<file path="config.mk">
export PLATFORM = sky130hd
export DESIGN_NAME = sha1_stream_hasher_flat
export DESIGN_NICKNAME = d
export VERILOG_FILES = /design/src/sha1_pkg.sv /design/src/sha1_stream_if.sv /design/src/sha1_core.sv /design/src/sha1_stream_hasher.sv /design/src/flat_wrapper.sv
export VERILOG_INCLUDE_DIRS = /design/src /design/src/src
export SDC_FILE = /design/constraint.sdc
export NUM_CORES = 2
export LEC_CHECK = 0
export ABC_AREA = 1
export CAP_MARGIN = 10
export CORE_ASPECT_RATIO = 0.8
export CORE_MARGIN = 1
export CORE_UTILIZATION = 30
export CTS_CLUSTER_DIAMETER = 150
export DETAILED_ROUTE_END_ITERATION = 10
export DONT_BUFFER_PORTS = 1
export GPL_TIMING_DRIVEN = 0
export MAX_ROUTING_LAYER = met4
export PLACE_DENSITY_LB_ADDON = 0.15
export SLEW_MARGIN = 20
export SYNTH_ARGS = -nofsm -noshare
export SYNTH_HDL_FRONTEND = slang
export SYNTH_SLANG_ARGS = --single-unit
export TNS_END_PERCENT = 50
</file>
<file path="constraint.sdc">
create_clock -name clk -period 60.3 [get_ports clk]
set_input_delay 12.06 -clock clk [delete_from_list [all_inputs] [get_ports clk]]
set_output_delay 12.06 -clock clk [all_outputs]
set_load 0.01 [all_outputs]
</file>
<file path="src/sha1_stream_hasher_assert.svh">
// ---------------------------------------------------------------------------
// SHA-1 stream hasher assertion macros
// Shared concurrent assertion forms. All are disabled while reset is held.
// ---------------------------------------------------------------------------
`ifndef SHA1_STREAM_HASHER_ASSERT_SVH
`define SHA1_STREAM_HASHER_ASSERT_SVH

// Same-cycle implication.
`define SHA1_ASSERT_IMP(label, clk, rst_n, ante, cons, msg) \
  label: assert property (@(posedge clk) disable iff (!rst_n) (ante) |-> (cons)) \
    else $error(msg);

// Next-cycle implication.
`define SHA1_ASSERT_NXT(label, clk, rst_n, ante, cons, msg) \
  label: assert property (@(posedge clk) disable iff (!rst_n) (ante) |=> (cons)) \
    else $error(msg);

`endif

</file>
<file path="src/sha1_pkg.sv">
// ---------------------------------------------------------------------------
// SHA-1 stream hasher package
// Shared types, operation codes and hash constants.
// ---------------------------------------------------------------------------
`timescale 1ns / 1ps

package sha1_pkg;

  typedef logic [7:0]       byte_t;
  typedef logic [31:0]      word_t;
  typedef logic [4:0][31:0] digest_t;

  // Operation codes of the input channel.
  localparam logic OP_ABSORB = 1'b0;
  localparam logic OP_FINISH = 1'b1;

  // Initial chaining words, entry 0 is the first digest word.
  localparam digest_t H_INIT = {32'hC3D2E1F0, 32'h10325476, 32'h98BADCFE,
                                32'hEFCDAB89, 32'h67452301};

  localparam word_t K_R0 = 32'h5A827999;
  localparam word_t K_R1 = 32'h6ED9EBA1;
  localparam word_t K_R2 = 32'h8F1BBCDC;
  localparam word_t K_R3 = 32'hCA62C1D6;

  localparam byte_t      PAD_BYTE    = 8'h80;
  localparam logic [5:0] LEN_OFFSET  = 6'd56;
  localparam logic [5:0] FILL_LAST   = 6'd63;
  localparam logic [6:0] ROUND_LAST  = 7'd79;
  localparam logic [2:0] WORD_LAST   = 3'd4;

  // Control from the sequencer to the compression core.
  typedef struct packed {
    logic  push;       // shift one byte into the message window
    byte_t push_byte;
    logic  start;      // begin compressing the window (with the final push)
    logic  clear;      // return the chaining words to their initial values
  } core_ctl_t;

  typedef struct packed {
    logic busy;        // rounds or the chaining update are in progress
  } core_sts_t;

endpackage

</file>
<file path="src/sha1_stream_if.sv">
// ---------------------------------------------------------------------------
// SHA-1 stream hasher channels
// Valid/ready channels for message bytes and digest words.
// ---------------------------------------------------------------------------
`timescale 1ns / 1ps

interface sha1_in_if;
  import sha1_pkg::*;

  logic  valid;
  logic  ready;
  logic  op;
  byte_t data_byte;

  modport source (output valid, output op, output data_byte, input ready);
  modport sink   (input valid, input op, input data_byte, output ready);
endinterface

interface sha1_out_if;
  import sha1_pkg::*;

  logic       valid;
  logic       ready;
  word_t      digest_word;
  logic [2:0] word_index;
  logic       last_word;

  modport source (output valid, output digest_word, output word_index,
                  output last_word, input ready);
  modport sink   (input valid, input digest_word, input word_index,
                  input last_word, output ready);
endinterface

</file>
<file path="src/sha1_core.sv">
// ---------------------------------------------------------------------------
// SHA-1 compression core
// Message window, one shared round datapath and the chaining words.
// ---------------------------------------------------------------------------
`timescale 1ns / 1ps

module sha1_core (
  input  logic                clk,
  input  logic                rst_n,
  input  sha1_pkg::core_ctl_t ctl,
  output sha1_pkg::core_sts_t sts,
  output sha1_pkg::digest_t   digest
);
  import sha1_pkg::*;

  typedef enum logic [2:0] {
    C_IDLE = 3'b001,
    C_RUN  = 3'b010,
    C_FOLD = 3'b100
  } core_state_t;

  core_state_t  state_r, state_nxt;
  logic [6:0]   round_r, round_nxt;
  digest_t      hw_r, hw_nxt;
  logic [511:0] win_r, win_nxt;   // word 15 (top) is the oldest word
  digest_t      rw_r, rw_nxt;     // round words a..e at entries 0..4

  word_t w_cur, w_new, f_val, k_val, t_val;

  function automatic word_t rotl(input word_t x, input int unsigned n);
    rotl = (x << n) | (x >> (32 - n));
  endfunction

  always_comb begin
    w_cur = win_r[511:480];
    w_new = rotl(win_r[447:416] ^ win_r[255:224] ^ win_r[95:64] ^ win_r[511:480], 1);
    if (round_r inside {[7'd0:7'd19]}) begin
      f_val = (rw_r[1] & rw_r[2]) | (~rw_r[1] & rw_r[3]);
      k_val = K_R0;
    end else if (round_r inside {[7'd20:7'd39]}) begin
      f_val = rw_r[1] ^ rw_r[2] ^ rw_r[3];
      k_val = K_R1;
    end else if (round_r inside {[7'd40:7'd59]}) begin
      f_val = (rw_r[1] & rw_r[2]) | (rw_r[1] & rw_r[3]) | (rw_r[2] & rw_r[3]);
      k_val = K_R2;
    end else begin
      f_val = rw_r[1] ^ rw_r[2] ^ rw_r[3];
      k_val = K_R3;
    end
    t_val = rotl(rw_r[0], 5) + f_val + rw_r[4] + w_cur + k_val;
  end

  always_comb begin
    state_nxt = state_r;
    round_nxt = round_r;
    hw_nxt    = hw_r;
    win_nxt   = win_r;
    rw_nxt    = rw_r;
    if (ctl.push) begin
      win_nxt = {win_r[503:0], ctl.push_byte};
    end
    case (state_r)
      C_IDLE: begin
        if (ctl.start) begin
          rw_nxt    = hw_r;
          round_nxt = '0;
          state_nxt = C_RUN;
        end
        if (ctl.clear) begin
          hw_nxt = H_INIT;
        end
      end
      C_RUN: begin
        // The window always advances; the word shifted in is the one needed
        // once it has reached the top of the window.
        win_nxt   = {win_r[479:0], w_new};
        rw_nxt    = {rw_r[3], rw_r[2], rotl(rw_r[1], 30), rw_r[0], t_val};
        round_nxt = round_r + 7'd1;
        if (round_r == ROUND_LAST) begin
          round_nxt = '0;
          state_nxt = C_FOLD;
        end
      end
      C_FOLD: begin
        for (int i = 0; i < 5; i++) begin
          hw_nxt[i] = hw_r[i] + rw_r[i];
        end
        state_nxt = C_IDLE;
      end
      default: begin
        state_nxt = C_IDLE;
      end
    endcase
  end

  always_ff @(posedge clk) begin
    if (!rst_n) begin
      state_r <= C_IDLE;
      round_r <= '0;
      hw_r    <= H_INIT;
    end else begin
      state_r <= state_nxt;
      round_r <= round_nxt;
      hw_r    <= hw_nxt;
    end
  end

  always_ff @(posedge clk) begin
    win_r <= win_nxt;
    rw_r  <= rw_nxt;
  end

  assign sts.busy = (state_r != C_IDLE);
  assign digest   = hw_r;

endmodule

</file>
<file path="src/sha1_stream_hasher.sv">
// Absorb: a byte is taken while the sequencer is idle; the byte that completes a block
//   adds a compression (the rounds, one chaining update, the return to idle) first.
// Finish: 9 to 72 padding bytes at one byte per cycle between compressions, one or two
//   compressions, then five output transactions from the digest register.
// No byte is taken while the round datapath compresses a block, so it sets the sustained absorb rate.
// Reset (rst_n low, synchronous) restores the initial chaining words and empties the block.
// ---------------------------------------------------------------------------
// SHA-1 stream hasher top level
// Byte-stream SHA-1 with padding sequencer and digest output register.
// ---------------------------------------------------------------------------
`timescale 1ns / 1ps
`include "sha1_stream_hasher_assert.svh"

module sha1_stream_hasher (
  input  logic              clk,
  input  logic              rst_n,
  sha1_in_if.sink           in_ch,
  sha1_out_if.source        out_ch
);
  import sha1_pkg::*;

  // Top-level sequencer. IDLE is the only state that takes input; a byte
  // that fills the block sends it to COMP, and a finish walks PAD, COMP and
  // EMIT before coming back.
  typedef enum logic [3:0] {
    T_IDLE = 4'b0001,
    T_PAD  = 4'b0010,
    T_COMP = 4'b0100,
    T_EMIT = 4'b1000
  } top_state_t;

  top_state_t  state_r, state_nxt;
  top_state_t  ret_r, ret_nxt;       // where to go once compression ends
  logic [5:0]  fill_r, fill_nxt;     // bytes pending in the current block
  logic [60:0] total_r, total_nxt;   // message bytes absorbed, wraps
  logic        first_r, first_nxt;   // next pad byte is the 0x80 marker
  logic        lenph_r, lenph_nxt;   // length bytes are being pushed
  logic [2:0]  lcnt_r, lcnt_nxt;     // next length byte, 0 is the top byte
  logic [2:0]  idx_r, idx_nxt;       // digest word on the output
  logic        ovld_r, ovld_nxt;
  word_t       oword_r, oword_nxt;

  core_ctl_t core_ctl;
  core_sts_t core_sts;
  digest_t   digest;

  logic        in_accept, out_accept, len_mode;
  logic [63:0] bit_len;
  logic [2:0]  len_sel;
  byte_t       pad_byte;

  sha1_core u_core (
    .clk    (clk),
    .rst_n  (rst_n),
    .ctl    (core_ctl),
    .sts    (core_sts),
    .digest (digest)
  );

  assign in_ch.ready = (state_r == T_IDLE);
  assign in_accept   = in_ch.valid && in_ch.ready;
  assign out_accept  = out_ch.valid && out_ch.ready;

  // Padding byte stream: the marker, zeros up to offset 56, then the bit
  // length most significant byte first. Once the first length byte has gone
  // out the fill count moves past 56, so the length phase is remembered.
  assign bit_len  = {total_r, 3'b000};
  assign len_sel  = 3'd7 - lcnt_r;
  assign len_mode = !first_r && (lenph_r || (fill_r == LEN_OFFSET));

  always_comb begin
    if (first_r) begin
      pad_byte = PAD_BYTE;
    end else if (len_mode) begin
      pad_byte = bit_len[{len_sel, 3'b000} +: 8];
    end else begin
      pad_byte = 8'h00;
    end
  end

  always_comb begin
    state_nxt = state_r;
    ret_nxt   = ret_r;
    fill_nxt  = fill_r;
    total_nxt = total_r;
    first_nxt = first_r;
    lenph_nxt = lenph_r;
    lcnt_nxt  = lcnt_r;
    idx_nxt   = idx_r;
    ovld_nxt  = ovld_r;
    oword_nxt = oword_r;
    core_ctl  = '0;

    case (state_r)
      T_IDLE: begin
        if (in_accept) begin
          if (in_ch.op == OP_ABSORB) begin
            core_ctl.push      = 1'b1;
            core_ctl.push_byte = in_ch.data_byte;
            fill_nxt           = fill_r + 6'd1;
            total_nxt          = total_r + 61'd1;
            if (fill_r == FILL_LAST) begin
              core_ctl.start = 1'b1;
              ret_nxt        = T_IDLE;
              state_nxt      = T_COMP;
            end
          end else begin
            first_nxt = 1'b1;
            lenph_nxt = 1'b0;
            lcnt_nxt  = '0;
            state_nxt = T_PAD;
          end
        end
      end
      T_PAD: begin
        core_ctl.push      = 1'b1;
        core_ctl.push_byte = pad_byte;
        fill_nxt           = fill_r + 6'd1;
        first_nxt          = 1'b0;
        if (len_mode) begin
          lenph_nxt = 1'b1;
          lcnt_nxt  = lcnt_r + 3'd1;
        end
        if (fill_r == FILL_LAST) begin
          // The last length byte always lands at the end of a block.
          core_ctl.start = 1'b1;
          ret_nxt        = (len_mode && (lcnt_r == 3'd7)) ? T_EMIT : T_PAD;
          state_nxt      = T_COMP;
        end
      end
      T_COMP: begin
        if (!core_sts.busy) begin
          state_nxt = ret_r;
          if (ret_r == T_EMIT) begin
            ovld_nxt  = 1'b1;
            idx_nxt   = '0;
            oword_nxt = digest[0];
          end
        end
      end
      T_EMIT: begin
        if (out_accept) begin
          if (idx_r == WORD_LAST) begin
            // Digest delivered: start a fresh message.
            ovld_nxt       = 1'b0;
            core_ctl.clear = 1'b1;
            fill_nxt       = '0;
            total_nxt      = '0;
            state_nxt      = T_IDLE;
          end else begin
            idx_nxt   = idx_r + 3'd1;
            oword_nxt = digest[idx_r + 3'd1];
          end
        end
      end
      default: begin
        state_nxt = T_IDLE;
      end
    endcase
  end

  always_ff @(posedge clk) begin
    if (!rst_n) begin
      state_r <= T_IDLE;
      ret_r   <= T_IDLE;
      fill_r  <= '0;
      total_r <= '0;
      first_r <= 1'b0;
      lenph_r <= 1'b0;
      lcnt_r  <= '0;
      idx_r   <= '0;
      ovld_r  <= 1'b0;
    end else begin
      state_r <= state_nxt;
      ret_r   <= ret_nxt;
      fill_r  <= fill_nxt;
      total_r <= total_nxt;
      first_r <= first_nxt;
      lenph_r <= lenph_nxt;
      lcnt_r  <= lcnt_nxt;
      idx_r   <= idx_nxt;
      ovld_r  <= ovld_nxt;
    end
  end

  always_ff @(posedge clk) begin
    oword_r <= oword_nxt;
  end

  assign out_ch.valid       = ovld_r;
  assign out_ch.digest_word = oword_r;
  assign out_ch.word_index  = idx_r;
  assign out_ch.last_word   = (idx_r == WORD_LAST);

  // A new byte is never taken while the core still works on a block.
  `SHA1_ASSERT_IMP(a_no_input_busy, clk, rst_n, in_accept, !core_sts.busy,
                   "input transaction accepted while compression is running")
  // The digest is shown only after the final chaining update.
  `SHA1_ASSERT_IMP(a_out_stable, clk, rst_n, out_ch.valid,
                   !core_sts.busy && (state_r == T_EMIT),
                   "digest word presented outside the emit phase")
  // Compression starts only with the byte that completes a block.
  `SHA1_ASSERT_IMP(a_start_full, clk, rst_n, core_ctl.start, fill_r == FILL_LAST,
                   "compression started on a partial block")
  // After the final digest transaction the block is empty and idle.
  `SHA1_ASSERT_NXT(a_fresh_msg, clk, rst_n, out_accept && out_ch.last_word,
                   (state_r == T_IDLE) && (fill_r == 6'd0) && (total_r == 61'd0),
                   "block state not cleared after the last digest word")

endmodule

</file>
<file path="src/flat_wrapper.sv">
// flat-port wrapper written by rule: the top's interface ports become plain ports
module sha1_stream_hasher_flat import sha1_pkg::*;
  (clk, rst_n, in_ch_valid, in_ch_op, in_ch_data_byte, in_ch_ready, out_ch_valid, out_ch_digest_word, out_ch_word_index, out_ch_last_word, out_ch_ready);
  sha1_in_if in_ch_i ();
  sha1_out_if out_ch_i ();
  input  logic clk;
  input  logic rst_n;
  input wire logic [$bits(in_ch_i.valid)-1:0] in_ch_valid;
  input wire logic [$bits(in_ch_i.op)-1:0] in_ch_op;
  input wire logic [$bits(in_ch_i.data_byte)-1:0] in_ch_data_byte;
  output wire logic [$bits(in_ch_i.ready)-1:0] in_ch_ready;
  output wire logic [$bits(out_ch_i.valid)-1:0] out_ch_valid;
  output wire logic [$bits(out_ch_i.digest_word)-1:0] out_ch_digest_word;
  output wire logic [$bits(out_ch_i.word_index)-1:0] out_ch_word_index;
  output wire logic [$bits(out_ch_i.last_word)-1:0] out_ch_last_word;
  input wire logic [$bits(out_ch_i.ready)-1:0] out_ch_ready;
  assign in_ch_i.valid = in_ch_valid;
  assign in_ch_i.op = in_ch_op;
  assign in_ch_i.data_byte = in_ch_data_byte;
  assign in_ch_ready = in_ch_i.ready;
  assign out_ch_valid = out_ch_i.valid;
  assign out_ch_digest_word = out_ch_i.digest_word;
  assign out_ch_word_index = out_ch_i.word_index;
  assign out_ch_last_word = out_ch_i.last_word;
  assign out_ch_i.ready = out_ch_ready;
  sha1_stream_hasher u_core (.clk(clk), .rst_n(rst_n), .in_ch(in_ch_i), .out_ch(out_ch_i));
endmodule
</file>
==> results.md <==
- Status: finished clean
- Non-filler cells, final: 10615
- Worst Max-Slew Pin Slew: 1.308 ns
- CP Max Fanout: 10
- Unrepaired setup endpoints after global routing: no
- MaxCap Viol Count: 0
- CTS Sinks: 957
- Synth area leaders: edfxtp_1 (36%), nand2_1 (18%), dfxtp_1 (8.5%), inv_1 (5.4%), o21ai_0 (4.6%)
- Rel. slew slack: 0.1281
- # DRC: 0
- Dpl hpwl: 215300 um
- Most common cell after layout, fill and taps aside: nand2_1
- CTS root buf: clkbuf_16
- RePlAce Congestion: 1.061
- Avg Vias per Cell: 5.254
- Library cells used by synthesis: 55
- GR Util met1: 0.3905
- Part of the cycle the worst path needs: 0.2539
- Placed insts: 10394
- Cts repair resizes: 0
- Synthesized flop and latch total: 957
- Initial Util: 0.3033
- Max rail drop VDD: 0.02640 mV
- Post-DRT Antenna Nets: 0
- R2r worst-path depth: 22
- Hold Crit Depth: 2
- Yosys synthesis warning count: 0
- Average wire per standard cell: 25.38 um
- Synth Net Count: 8135
- Post-CTS Setup Bufs: 0
- Async SR Flop Fraction: 0
- P&R area growth vs syn: 12.99%
- Die W: 499.6 um
- Clock latency on the worst-skew pair: 0.84 ns
- Worst Skew: 0.1377 ns
- Vias: 55770
- Synth area leader: edfxtp_1
- Overall die area: 0.1999 mm2
- Worst Hold Class: reg -> reg
- Top FF cell, synth: edfxtp_1
- Gr busiest metal: met1
- Register area share after synthesis: 0.4410
- Post-synth EDFFs: 704
- Initial antenna violation count: 29
- WL final: 269400 um
- Worst-path clk slew: 0.06 ns
- Fin Setup TNS: 0 ns
- Nets: 8275
- Detailed Routing Iterations Pass 1: 8
- First-pass GRT wire length: 376600 um
- Crit path arrival time: 3.25 ns
- Post-route minimum period: 15.31 ns
- Crit Path Category: reg -> out
- Max Transition Viols Final: 0
- P_leak: 28.57 nW
- Site Rows: 145
- Hold Vio Cnt, Final: 0
- Layout cell share with drive strength beyond 1: 0.04108
- Avg Inst Size Synth: 7.622 um2
- Most frequent cells in the layout: nand2_1 (2906), inv_1 (851), edfxtp_1 (704), o21ai_0 (546), nor2_1 (506)
- Core area: 0.1959 mm2
- TritonCTS clock tree: done
- # setup viols final: 0
- Maximum level of the CTS H-tree: 3
- Critical Path Start Type: flop
- Die H: 400.1 um
- Met3 GRT Util: 0.05629
- Synth top area share: 0.3558
- Io pins: 51
- Global route overflow: 0
- Max Buffers Root-to-Sink: 3
- Post-Syn Area: 0.05942 mm2
- PortBufs: 0
- Pwr Density: 23.88 mW/mm2
- Hold bufs inserted after CTS: 0
- Pin count of the biggest net entering global routing: 50
- CTS buffer count: 110
- Critical Path RT: 48.24 ns
- Number of global-route vias before repair: 51040
- Post-synthesis cell count: 7796
- Drt initial violations: 7383
- CP endpoint kind: primary output
- FMAX: 65.33 MHz
- GR Layer Usage met2: 0.3784
- GRT Resource Usage Total: 0.2715
[worst max-delay path, cell delays in order (launching register included)]
cell	delay (ns)
dfxtp_1	0.49
buf_2	0.32
clkinv_1	0.31
clkbuf_1	0.38
ha_1	0.39
nand2_1	0.38
inv_1	0.15
[stage by stage]
| step | power (mW) | setup slack (ns) | util | hold slack (ns) | cell area (um2) |
|---|---|---|---|---|---|
| 4_1_cts | 1.616 | 45.07 | 0.3424 | 0.4715 | 67100 |
| 3_3_place_gp | 0.9274 | 22.94 | 0.3197 | 0.4561 | 62640 |
| 5_1_grt | 1.653 | 44.98 | 0.3426 | 0.5058 | 67140 |
| 2_1_floorplan | 0.8653 | 31.62 | - | 0.4405 | 59420 |
| 6_report | 1.604 | 44.99 | 0.3427 | 0.4679 | 67140 |
| 3_5_place_dp | 0.8972 | 45.36 | 0.3232 | 0.4563 | 63320 |
[final cells by class]
class,count,area [um2]
sequential,957,26210
tap,2572,3218
multi-input combinational,5695,28840
clock buffer,141,3047
inverter,871,3272
clock inverter,68,729.5
antenna,10,25.02
buffer,273,1161
timing repair buffer,28,644.4
fill,20905,128800
[report_power, final]
group	total, mW	internal [mW]	switching [mW]
clock network	0.718	0.403	0.315
logic	0.126	0.0390	0.0873
registers	0.759	0.738	0.0214
total	1.60	1.18	0.424
[cell families after synthesis]
group           synth area share
compound gates            0.1056
buf+inv                  0.07420
fa+ha+maj                0.08443
xor+xnor                 0.02240
simple gates              0.2723
flops                     0.4410
[layer usage]
layer  part of all wire  vias to the layer above
met4              0.033                        0
li1                   -                    25732
met2               0.41                     2592
met3              0.097                      372
met5                  0                        -
met1               0.46                    27074
[worst paths after layout]
path                          startpoint                     end  slack (ns)
max          u_core.out_ch.word_index[0]        out_ch_last_word       44.99
min                       u_core.lenph_r          u_core.lenph_r        0.47
max reg2reg     u_core.u_core.round_r[5]  u_core.u_core.rw_r[31]       53.10
min reg2reg               u_core.lenph_r          u_core.lenph_r        0.47
[sequential cells by signal, indices dropped and copies added, names as in the netlist, 3 cells and up]
name                       count
u_core.u_core.win_r          512
u_core.u_core.digest         160
u_core.u_core.rw_r           160
u_core.total_r                61
u_core.out_ch.digest_word     32
u_core.u_core.round_r          7
u_core.fill_r                  6
u_core.state_r                 4
u_core.lcnt_r                  3
u_core.out_ch.word_index       3
u_core.ret_r                   3
u_core.u_core.state_r          3
[synth_stat cells, types with 76 or more instances]
master / number
nand2_1: 2906
inv_1: 852
edfxtp_1: 704
o21ai_0: 546
nor2_1: 506
a21oi_1: 487
nand3_1: 402
dfxtp_1: 253
clkbuf_1: 203
ha_1: 201
fa_1: 125
xnor2_1: 106
nor3_1: 76
No activity file was read; power rests on OpenSTA's default activity.
